File: config.mk
export PLATFORM = sky130hd
export DESIGN_NAME = rgb_ycbcr_pixel_converter_flat
export DESIGN_NICKNAME = d
export VERILOG_FILES = /design/src/rtl/ryc_pkg.sv /design/src/rtl/ryc_if.sv /design/src/rtl/rgb_ycbcr_pixel_converter.sv /design/src/flat_wrapper.sv
export VERILOG_INCLUDE_DIRS = /design/src /design/src/rtl
export SDC_FILE = /design/constraint.sdc
export NUM_CORES = 2
export LEC_CHECK = 0
export BUFFER_PORTS_ARGS = -buffer_cell sky130_fd_sc_hd__clkbuf_2
export CAP_MARGIN = 10
export CORE_AREA = 3 3 271 273
export DETAILED_ROUTE_END_ITERATION = 8
export DIE_AREA = 0 0 274 276
export PLACE_DENSITY_LB_ADDON = 0.12
export RECOVER_POWER = 25
export SYNTH_ARGS = -nofsm -noshare
export SYNTH_HDL_FRONTEND = slang
export SYNTH_SLANG_ARGS = --single-unit
File: constraint.sdc
create_clock -name i_clk -period 8.12 [get_ports i_clk]
set_input_delay 0.406 -clock i_clk [delete_from_list [all_inputs] [get_ports i_clk]]
set_output_delay 0.406 -clock i_clk [all_outputs]
set_load 0.01 [all_outputs]
File: src/rtl/rgb_ycbcr_pixel_converter_assert.svh
`ifndef RGB_YCBCR_PIXEL_CONVERTER_ASSERT_SVH
`define RGB_YCBCR_PIXEL_CONVERTER_ASSERT_SVH

// same-cycle implication, clocked on i_clk, off during reset
`define RYC_ASSERT_NOW(label, ante, cons) \
    label: assert property (@(posedge i_clk) disable iff (!i_rst_n) (ante) |-> (cons)) \
        else $error("ryc: same-cycle check failed");

// next-cycle implication, clocked on i_clk, off during reset
`define RYC_ASSERT_NEXT(label, ante, cons) \
    label: assert property (@(posedge i_clk) disable iff (!i_rst_n) (ante) |=> (cons)) \
        else $error("ryc: next-cycle check failed");

`endif

File: src/rtl/ryc_pkg.sv
package ryc_pkg;

    localparam int unsigned PixW   = 8;
    localparam int unsigned FracW  = 16;
    localparam int unsigned CfgIdxW = 2;

    typedef enum logic [CfgIdxW-1:0] {
        REG_DIRECTION = 2'd0,
        REG_PACKING   = 2'd1
    } t_reg_idx;

    typedef logic [PixW-1:0]  t_byte;
    typedef logic signed [9:0]  t_op;
    typedef logic signed [18:0] t_coef;
    typedef logic signed [28:0] t_prod;
    typedef logic signed [30:0] t_sum;
    typedef logic signed [9:0]  t_frac_out;
    typedef logic signed [10:0] t_wide;

    localparam t_sum RoundHalf = t_sum'(32768);
    localparam t_op  ChromaMid = t_op'(128);

    // rows: Y, Cb, Cr; columns: R, G, B
    localparam t_coef FwdCoef [3][3] = '{
        '{ 19'sd19595,  19'sd38470,  19'sd7471 },
        '{-19'sd11059, -19'sd21709,  19'sd32768},
        '{ 19'sd32768, -19'sd27439, -19'sd5329 }
    };

    // rows: R, G, B; columns: Y, Cb-128, Cr-128
    localparam t_coef InvCoef [3][3] = '{
        '{ 19'sd0,  19'sd0,       19'sd91881},
        '{ 19'sd0, -19'sd22554, -19'sd46802},
        '{ 19'sd0,  19'sd116130,  19'sd0    }
    };

    function automatic t_byte clamp8(input t_wide v);
        t_byte res;
        if (v < 0) begin
            res = '0;
        end else if (v > t_wide'(255)) begin
            res = '1;
        end else begin
            res = v[PixW-1:0];
        end
        return res;
    endfunction

endpackage

File: src/rtl/ryc_if.sv
interface ryc_pix_in_if;
    logic             valid;
    logic             ready;
    ryc_pkg::t_byte   byte0;
    ryc_pkg::t_byte   byte1;
    ryc_pkg::t_byte   byte2;
    ryc_pkg::t_byte   byte3;
    logic             last_in;

    modport source (output valid, byte0, byte1, byte2, byte3, last_in, input ready);
    modport sink   (input valid, byte0, byte1, byte2, byte3, last_in, output ready);
endinterface

interface ryc_pix_out_if;
    logic             valid;
    logic             ready;
    ryc_pkg::t_byte   out0;
    ryc_pkg::t_byte   out1;
    ryc_pkg::t_byte   out2;
    ryc_pkg::t_byte   out3;
    logic             last_out;

    modport source (output valid, out0, out1, out2, out3, last_out, input ready);
    modport sink   (input valid, out0, out1, out2, out3, last_out, output ready);
endinterface

interface ryc_cfg_if;
    logic                              valid;
    logic                              ready;
    logic [ryc_pkg::CfgIdxW-1:0]       reg_index;
    logic                              wr_data;

    modport source (output valid, reg_index, wr_data, input ready);
    modport sink   (input valid, reg_index, wr_data, output ready);
endinterface

File: src/rtl/rgb_ycbcr_pixel_converter.sv
// channel   role    payload
// i_pix     sink    byte0..byte3, last_in
// o_pix     source  out0..out3, last_out
// i_cfg     sink    reg_index (0 direction, 1 packing), wr_data
//
// four register stages: operand select, multiply, sum and round, offset and clamp
// one item per cycle sustained while o_pix.ready is high; an item passes the stages in order to o_pix.valid
// a stage moves on when the next stage is empty or moving, so bubbles fill under a stall
// i_rst_n is synchronous, active low; it empties the pipeline and clears both registers
// i_cfg.ready is always high; the registers take effect on the next accepted item

`include "rgb_ycbcr_pixel_converter_assert.svh"

module rgb_ycbcr_pixel_converter (
    input  logic          i_clk,
    input  logic          i_rst_n,
    ryc_pix_in_if.sink    i_pix,
    ryc_pix_out_if.source o_pix,
    ryc_cfg_if.sink       i_cfg
);

    typedef struct packed {
        logic           dir;
        logic           pack;
        ryc_pkg::t_op   op0;
        ryc_pkg::t_op   op1;
        ryc_pkg::t_op   op2;
        ryc_pkg::t_byte alpha;
        logic           last;
    } t_s1;

    typedef struct packed {
        logic           dir;
        logic           pack;
        ryc_pkg::t_byte luma;
        ryc_pkg::t_byte alpha;
        logic           last;
    } t_side;

    logic r_direction, r_packing;

    logic r_v1, r_v2, r_v3, r_v4;
    logic en1, en2, en3, en4;

    t_s1   r_s1, n_s1;
    t_side r_side2, r_side3;
    ryc_pkg::t_prod     r_p [3][3];
    ryc_pkg::t_prod     n_p [3][3];
    ryc_pkg::t_frac_out r_q [3];
    ryc_pkg::t_frac_out n_q [3];
    ryc_pkg::t_byte     n_res [3];
    ryc_pkg::t_byte     r_out0, r_out1, r_out2, r_out3, n_out0, n_out1, n_out2, n_out3;
    logic               r_last4;

    // configuration
    assign i_cfg.ready = 1'b1;

    always_ff @(posedge i_clk) begin
        if (!i_rst_n) begin
            r_direction <= 1'b0;
            r_packing   <= 1'b0;
        end else if (i_cfg.valid) begin
            if (i_cfg.reg_index == ryc_pkg::REG_DIRECTION) begin
                r_direction <= i_cfg.wr_data;
            end else if (i_cfg.reg_index == ryc_pkg::REG_PACKING) begin
                r_packing <= i_cfg.wr_data;
            end
        end
    end

    // stage enables
    assign en4 = !r_v4 || o_pix.ready;
    assign en3 = !r_v3 || en4;
    assign en2 = !r_v2 || en3;
    assign en1 = !r_v1 || en2;
    assign i_pix.ready = en1;

    always_ff @(posedge i_clk) begin
        if (!i_rst_n) begin
            r_v1 <= 1'b0;
            r_v2 <= 1'b0;
            r_v3 <= 1'b0;
            r_v4 <= 1'b0;
        end else begin
            if (en1) r_v1 <= i_pix.valid;
            if (en2) r_v2 <= r_v1;
            if (en3) r_v3 <= r_v2;
            if (en4) r_v4 <= r_v3;
        end
    end

    // stage 1: operand select
    always_comb begin
        n_s1.dir   = r_direction;
        n_s1.pack  = r_packing;
        n_s1.last  = i_pix.last_in;
        n_s1.op0   = ryc_pkg::t_op'({2'b00, i_pix.byte0});
        n_s1.op1   = ryc_pkg::t_op'({2'b00, i_pix.byte1});
        n_s1.op2   = ryc_pkg::t_op'({2'b00, i_pix.byte2});
        n_s1.alpha = i_pix.byte3;
        if (r_direction) begin
            if (r_packing) begin
                n_s1.op0   = ryc_pkg::t_op'({2'b00, i_pix.byte3});
                n_s1.op1   = ryc_pkg::t_op'({2'b00, i_pix.byte0}) - ryc_pkg::ChromaMid;
                n_s1.op2   = ryc_pkg::t_op'({2'b00, i_pix.byte1}) - ryc_pkg::ChromaMid;
                n_s1.alpha = i_pix.byte2;
            end else begin
                n_s1.op1 = ryc_pkg::t_op'({2'b00, i_pix.byte1}) - ryc_pkg::ChromaMid;
                n_s1.op2 = ryc_pkg::t_op'({2'b00, i_pix.byte2}) - ryc_pkg::ChromaMid;
            end
        end
    end

    always_ff @(posedge i_clk) begin
        if (en1) r_s1 <= n_s1;
    end

    // stage 2: products
    always_comb begin
        for (int row = 0; row < 3; row++) begin
            n_p[row][0] = r_s1.op0 * (r_s1.dir ? ryc_pkg::InvCoef[row][0]
                                               : ryc_pkg::FwdCoef[row][0]);
            n_p[row][1] = r_s1.op1 * (r_s1.dir ? ryc_pkg::InvCoef[row][1]
                                               : ryc_pkg::FwdCoef[row][1]);
            n_p[row][2] = r_s1.op2 * (r_s1.dir ? ryc_pkg::InvCoef[row][2]
                                               : ryc_pkg::FwdCoef[row][2]);
        end
    end

    always_ff @(posedge i_clk) begin
        if (en2) begin
            r_p <= n_p;
            r_side2.dir   <= r_s1.dir;
            r_side2.pack  <= r_s1.pack;
            r_side2.luma  <= r_s1.op0[ryc_pkg::PixW-1:0];
            r_side2.alpha <= r_s1.alpha;
            r_side2.last  <= r_s1.last;
        end
    end

    // stage 3: sum, round, floor shift
    always_comb begin
        for (int row = 0; row < 3; row++) begin
            n_q[row] = ryc_pkg::t_frac_out'((ryc_pkg::t_sum'(r_p[row][0])
                                            + ryc_pkg::t_sum'(r_p[row][1])
                                            + ryc_pkg::t_sum'(r_p[row][2])
                                            + ryc_pkg::RoundHalf) >>> ryc_pkg::FracW);
        end
    end

    always_ff @(posedge i_clk) begin
        if (en3) begin
            r_q     <= n_q;
            r_side3 <= r_side2;
        end
    end

    // stage 4: offset, clamp, byte order
    always_comb begin
        for (int row = 0; row < 3; row++) begin
            if (r_side3.dir) begin
                n_res[row] = ryc_pkg::clamp8(ryc_pkg::t_wide'(r_q[row])
                                             + ryc_pkg::t_wide'({3'b000, r_side3.luma}));
            end else if (row == 0) begin
                n_res[row] = ryc_pkg::clamp8(ryc_pkg::t_wide'(r_q[row]));
            end else begin
                n_res[row] = ryc_pkg::clamp8(ryc_pkg::t_wide'(r_q[row])
                                             + ryc_pkg::t_wide'(ryc_pkg::ChromaMid));
            end
        end
        if (!r_side3.dir && r_side3.pack) begin
            n_out0 = n_res[1];
            n_out1 = n_res[2];
            n_out2 = r_side3.alpha;
            n_out3 = n_res[0];
        end else begin
            n_out0 = n_res[0];
            n_out1 = n_res[1];
            n_out2 = n_res[2];
            n_out3 = r_side3.alpha;
        end
    end

    always_ff @(posedge i_clk) begin
        if (en4) begin
            r_out0  <= n_out0;
            r_out1  <= n_out1;
            r_out2  <= n_out2;
            r_out3  <= n_out3;
            r_last4 <= r_side3.last;
        end
    end

    assign o_pix.valid    = r_v4;
    assign o_pix.out0     = r_out0;
    assign o_pix.out1     = r_out1;
    assign o_pix.out2     = r_out2;
    assign o_pix.out3     = r_out3;
    assign o_pix.last_out = r_last4;

    `RYC_ASSERT_NOW(a_full_stall_blocks_input, r_v1 && r_v2 && r_v3 && r_v4 && !o_pix.ready, !i_pix.ready)
    `RYC_ASSERT_NEXT(a_item_moves_into_gap, r_v1 && !r_v2, r_v2)
    `RYC_ASSERT_NOW(a_inverse_luma_column_zero, r_v2 && r_side2.dir, r_p[0][0] == '0 && r_p[1][0] == '0 && r_p[2][0] == '0)
    `RYC_ASSERT_NEXT(a_output_drains_when_taken, r_v4 && o_pix.ready && !r_v3, !r_v4)

endmodule

File: src/flat_wrapper.sv
// flat-port wrapper written by rule: the top's interface ports become plain ports
module rgb_ycbcr_pixel_converter_flat 
  (i_clk, i_rst_n, i_pix_valid, i_pix_byte0, i_pix_byte1, i_pix_byte2, i_pix_byte3, i_pix_last_in, i_pix_ready, o_pix_valid, o_pix_out0, o_pix_out1, o_pix_out2, o_pix_out3, o_pix_last_out, o_pix_ready, i_cfg_valid, i_cfg_reg_index, i_cfg_wr_data, i_cfg_ready);
  ryc_pix_in_if i_pix_i ();
  ryc_pix_out_if o_pix_i ();
  ryc_cfg_if i_cfg_i ();
  input  logic i_clk;
  input  logic i_rst_n;
  input wire logic [$bits(i_pix_i.valid)-1:0] i_pix_valid;
  input wire logic [$bits(i_pix_i.byte0)-1:0] i_pix_byte0;
  input wire logic [$bits(i_pix_i.byte1)-1:0] i_pix_byte1;
  input wire logic [$bits(i_pix_i.byte2)-1:0] i_pix_byte2;
  input wire logic [$bits(i_pix_i.byte3)-1:0] i_pix_byte3;
  input wire logic [$bits(i_pix_i.last_in)-1:0] i_pix_last_in;
  output wire logic [$bits(i_pix_i.ready)-1:0] i_pix_ready;
  output wire logic [$bits(o_pix_i.valid)-1:0] o_pix_valid;
  output wire logic [$bits(o_pix_i.out0)-1:0] o_pix_out0;
  output wire logic [$bits(o_pix_i.out1)-1:0] o_pix_out1;
  output wire logic [$bits(o_pix_i.out2)-1:0] o_pix_out2;
  output wire logic [$bits(o_pix_i.out3)-1:0] o_pix_out3;
  output wire logic [$bits(o_pix_i.last_out)-1:0] o_pix_last_out;
  input wire logic [$bits(o_pix_i.ready)-1:0] o_pix_ready;
  input wire logic [$bits(i_cfg_i.valid)-1:0] i_cfg_valid;
  input wire logic [$bits(i_cfg_i.reg_index)-1:0] i_cfg_reg_index;
  input wire logic [$bits(i_cfg_i.wr_data)-1:0] i_cfg_wr_data;
  output wire logic [$bits(i_cfg_i.ready)-1:0] i_cfg_ready;
  assign i_pix_i.valid = i_pix_valid;
  assign i_pix_i.byte0 = i_pix_byte0;
  assign i_pix_i.byte1 = i_pix_byte1;
  assign i_pix_i.byte2 = i_pix_byte2;
  assign i_pix_i.byte3 = i_pix_byte3;
  assign i_pix_i.last_in = i_pix_last_in;
  assign i_pix_ready = i_pix_i.ready;
  assign o_pix_valid = o_pix_i.valid;
  assign o_pix_out0 = o_pix_i.out0;
  assign o_pix_out1 = o_pix_i.out1;
  assign o_pix_out2 = o_pix_i.out2;
  assign o_pix_out3 = o_pix_i.out3;
  assign o_pix_last_out = o_pix_i.last_out;
  assign o_pix_i.ready = o_pix_ready;
  assign i_cfg_i.valid = i_cfg_valid;
  assign i_cfg_i.reg_index = i_cfg_reg_index;
  assign i_cfg_i.wr_data = i_cfg_wr_data;
  assign i_cfg_ready = i_cfg_i.ready;
  rgb_ycbcr_pixel_converter u_core (.i_clk(i_clk), .i_rst_n(i_rst_n), .i_pix(i_pix_i), .o_pix(o_pix_i), .i_cfg(i_cfg_i));
endmodule
; Word-level counts from Yosys, hierarchy flattened
; Cells that the tools add are included.
[word_totals]
register_bits = 375
[op_classes]
n_addsub = 17
multipliers = 9
n_lt_le_gt_ge = 12
eq_ne = 1
n_mux = 32
bitwise_logic = 1
reduce_logical = 13
[ops]
columns = operator, count
row1 = 8-bit two-way mux, 21
row2 = 29-bit two-way mux, 4
row3 = 26-bit adder, 4
row4 = 10-bit by 29-bit multiplier with 26-bit output, 3
row5 = "26-bit by 17-bit adder with 26-bit output, second input constant", 3
row6 = "11-bit by 9-bit > comparator with 1-bit output, second input constant", 5
row7 = "11-bit by 1-bit < comparator with 1-bit output, second input constant", 5
row8 = 36-bit two-way mux, 1
row9 = 10-bit by 9-bit adder with 11-bit output, 3
row10 = 16-bit two-way mux, 2
row11 = 9-bit by 29-bit multiplier with 26-bit output, 1
row12 = "8-bit by 8-bit subtractor with 9-bit output, second input constant", 3
row13 = 24-bit by 26-bit adder with 26-bit output, 1
row14 = 25-bit by 26-bit adder with 26-bit output, 1
row15 = 10-bit by 16-bit multiplier with 26-bit output, 1
row16 = 10-bit by 17-bit multiplier with 26-bit output, 1
row17 = 10-bit by 18-bit multiplier with 26-bit output, 1
row18 = 8-bit by 16-bit multiplier with 24-bit output, 1
row19 = 8-bit by 15-bit multiplier with 23-bit output, 1
row20 = "10-bit by 9-bit adder with 11-bit output, second input constant", 2
row21 = 20-bit two-way mux, 1
row22 = 17-bit two-way mux, 1
row23 = 15-bit two-way mux, 1
row24 = 12-bit two-way mux, 1
row25 = 10 further kinds, 17

; Depth between registers and ports, before layout
[logic_depth]
word_depth = 6
depth_mapped = 24
mapped_depth_nobuf = 22

; Worst setup path after synthesis
; Ideal clock, no wire load.
[synth_path]
path_type = register to register
start = reg u_core.r_s1[40] (netlist bit)
end = reg u_core.r_p[197] (netlist bit) (data pin)
arrival_time_ns = 6.259
slack_ns = 1.595
path_stages_with_launch = 25
n_path_buf = 3
synth_period_minus_slack_ns = 6.525
path_cell_list = edfxtp_1 -> clkbuf_1 -> clkbuf_1 -> clkbuf_1 -> nand2_1 -> inv_1 -> fa_1 -> inv_1 -> fa_1 -> fa_1 -> inv_1 -> fa_1 -> inv_1 -> fa_1 -> inv_1 -> ha_1 -> nand3_1 -> nor2_1 -> a211o_1 -> o311a_1 -> o41a_4 -> a211oi_4 -> o31ai_1 -> a211oi_2 -> nor3_1
[synth_rtl]
columns = item, line
row1 = "start, declared", rgb_ycbcr_pixel_converter.sv:45  ; t_s1 r_s1, n_s1;
row2 = "start signal, assigned", rgb_ycbcr_pixel_converter.sv:115  ; if (en1) r_s1 <= n_s1;
row3 = "end signal, assigned", rgb_ycbcr_pixel_converter.sv:132  ; r_p <= n_p;
row4 = "end, declared", rgb_ycbcr_pixel_converter.sv:47  ; ryc_pkg::t_prod r_p [3][3];

==> metrics.yaml <==
setup_path:
  path_class: "flip-flop to flip-flop"
  crit_path_max_incr_delay_ps: 660
  path_max_fanout: 35
  cp_cell_sequence: "buf_4 > nand2b_1 > inv_1 > fa_1 > inv_1 > fa_1 > fa_1 > inv_1 > fa_1 > fa_1 > ha_1 > nand2_1 > o311ai_1 > o21ai_1 > a211oi_2 > a31oi_1 > a211oi_1 > a21oi_1 > o21ai_1 > xor2_1"
  end_kind: "flip-flop"
  critPathSlowestCell: "edfxtp_1"
  crit_required_ps: 8440
  worst_path_most_repeated_cell: "fa_1"
  cp.arrival_ps: 7060
  startpoint_type: "flip-flop"
yosys:
  synth_top_area_frac: 0.2455
  ys.flop_type: "edfxtp_1"
  synth_area_leaders: "fa_1, edfxtp_1, ha_1"
  seq_area_frac_synth: 0.2460
  synth-seq-cells: 350
  synth.largest_area_cell: "fa_1"
  synth_cell_types: 82
  yosys_warnings: 0
  avgSynthCellArea_sq_um: 11.03
  synth-edff-count: 344
  synth_cells: 3850
  syn-cell-area_sq_um: 42480
  async_flop_share: 0
worst_hold_path:
  hold_path_class: "input pin to flip-flop"
clocking:
  cts_resized: 0
  cts_buffers: 42
  cts_num_sinks: 350
  clk_pin_slew_ps: 70
  cts.htree.levels: 2
  clk_latency_ps: 580
  post_cts.repair.setup_buffers: 0
  cts-root-buf: "clkbuf_16"
  clk_path_buf_depth: 3
  cts_tree: "built"
finish:
  final_core_util: 0.6385
  layout_commonest_cell: "inv_1"
  fill_cells: 5742
  regArea_sq_um: 10450
  layout_common_cells: "inv_1, ha_1, fa_1, edfxtp_1, xnor2_1"
  diodes: 0
  fin_nets: 5315
  final_cells: 4962
  drive_gt1_frac: 0.05409
  multiInputGateArea_sq_um: 28840
  syn_to_final_growth_pct: 7.276
  design_area_sq_um: 45570
timing:
  rsz0062_at_grt: "false"
  fin_skew_ps: 13.75
  maxSlewHeadroom: -1.505
  finalHoldViolations: 0
  tightest_slew_ps: 3757
  whs_ps: 69.40
  min_period_ps: 6744
  max_freq_mhz: 148.3
  slew_viol_final: 163
  timing.final.crit_share: 0.8306
  finalSetupTns_ps: 0
  setup_viol: 0
drt:
  routedWlPerCell_um: 21.11
  drt_first_pass_iters: 5
  met3_length_mm: 6.180
  via_per_inst: 5.570
  drc: 0
  met1_length_mm: 45.72
  routed_wl_mm: 104.8
  ant_nets: 0
  vias: 27640
  met2WireLength_mm: 48.97
  drtIter0Drc: 2086
  topRoutingLayerUsed: "met5"
global_routing:
  grt_antenna_before_repair: 3
  grt_max_degree: 148
  overflow: 0
  grt_pass1_wl_mm: 163.9
  grt_pass1_vias: 28450
  track_usage: 0.2863
die:
  coreArea_sq_um: 71360
  die_w_um: 274
  dieArea_sq_um: 75620
  std_cell_rows: 98
  ios: 77
  die_y_um: 276
  start_util: 0.5952
run_status:
  status: "complete, but fails checks"
  violations: "capacitance limit, slew limit"
job:
  maxCapViolCount: 3
place:
  placement.cell_area_sq_um: 44170
  portBuffers: 75
  dpl.cell_count: 4883
  dp_hpwl_mm: 89.22
  place.gp.congestion: 0.9608
pwr:
  leakage_nw: 23.08
  ir_worst_vdd_uv: 646.5
  p_per_area_nw_per_um2: 426.1
-- cell type report --
type | instances | area share
clock buffer | 51 | 0.02427
clock inverter | 27 | 0.007359
inverter | 840 | 0.06922
multi-input combinational | 2648 | 0.6328
sequential | 350 | 0.2293
tap | 950 | 0.02609
timing repair buffer | 96 | 0.01093
-- registers in the layout, summed over array words and instances, names as in the netlist --
signal,flops
u_core.r_p,206
u_core.r_s1,37
u_core.r_q,30
u_core.r_side2,19
u_core.r_side3,19
u_core.o_pix.out0,8
u_core.o_pix.out1,8
u_core.o_pix.out2,8
u_core.o_pix.out3,8
u_core.o_pix.last_out,1
u_core.o_pix.valid,1
u_core.r_direction,1
u_core.r_packing,1
u_core.r_v1,1
u_core.r_v2,1
u_core.r_v3,1
-- worst paths after layout --
| path | from | endpoint | slack [ps] | cells after the start |
|---|---|---|---|---|
| worst max-delay path | u_core.r_s1[40] | u_core.r_p[140] | 1380 | 20 |
| worst min-delay path | i_pix_valid | u_core.r_v1 | 70 | 3 |
| worst max register to register | u_core.r_s1[40] | u_core.r_p[140] | 1380 | 20 |
| worst min register to register | u_core.r_side2[2] | u_core.r_side3[2] | 420 | 0 |
-- cell usage after synthesis, types with 18 or more instances --
| cell | count |
|---|---|
| nor2_1 | 159 |
| or3_1 | 18 |
| o21ai_0 | 104 |
| or2_2 | 21 |
| nand2_1 | 117 |
| nand2b_1 | 41 |
| a21oi_1 | 147 |
| clkbuf_1 | 34 |
| a211oi_1 | 19 |
| nand3_1 | 28 |
| xor2_1 | 53 |
| ha_1 | 775 |
| inv_1 | 839 |
| fa_1 | 521 |
| xnor2_1 | 181 |
| o21a_1 | 36 |
| nor3_1 | 46 |
| a31oi_1 | 28 |
| nor2b_1 | 27 |
| mux2_2 | 34 |
| a21o_1 | 43 |
| edfxtp_1 | 344 |
-- per-stage QoR --
stage	setup slack, ps	power (mW)
2_1_floorplan	1595	13.63
3_3_place_gp	1592	17.18
3_5_place_dp	1487	17.36
4_1_cts	1405	19.52
5_1_grt	1063	21.43
6_report	1376	19.42
-- power breakdown --
part           internal (mW)  switching, mW  leakage, nW  total, mW
sequential              3.40          0.624         3.74       4.02
combinational           5.79           7.63         18.7       13.4
clock                   1.18          0.801        0.683       1.98
-- repair_timing --
| item | CTS | global route |
|---|---|---|
| hold buffers | 1 | 0 |
| endpoints found under the hold margin | 1 | 0 |
| endpoints found under the setup margin | 0 | 0 |
-- per-layer routing --
metal / global-route usage / up-vias
li1: - / 13110
met1: 0.4001 / 13600
met2: 0.4676 / 749
met3: 0.03532 / 174
met4: 0.09175 / 4
met5: 0 / -
-- logic make-up after synthesis --
kind of cell,share of synthesized area
buf+inv,0.07741
compound gates,0.08498
mux,0.01066
simple gates,0.05868
xor+xnor,0.04825
fa+ha+maj,0.4738
other cells,0.0001768
flops,0.2460
-- worst max-delay path: cells and delay by family, from the launching register on --
kind | cells | cell delay [ps]
compound gates | 7 | 1660
xor+xnor | 1 | 80
fa+ha+maj | 6 | 2790
buf+inv | 4 | 870
flops | 1 | 660
simple gates | 2 | 340
No activity file was read; power rests on OpenSTA's default activity.
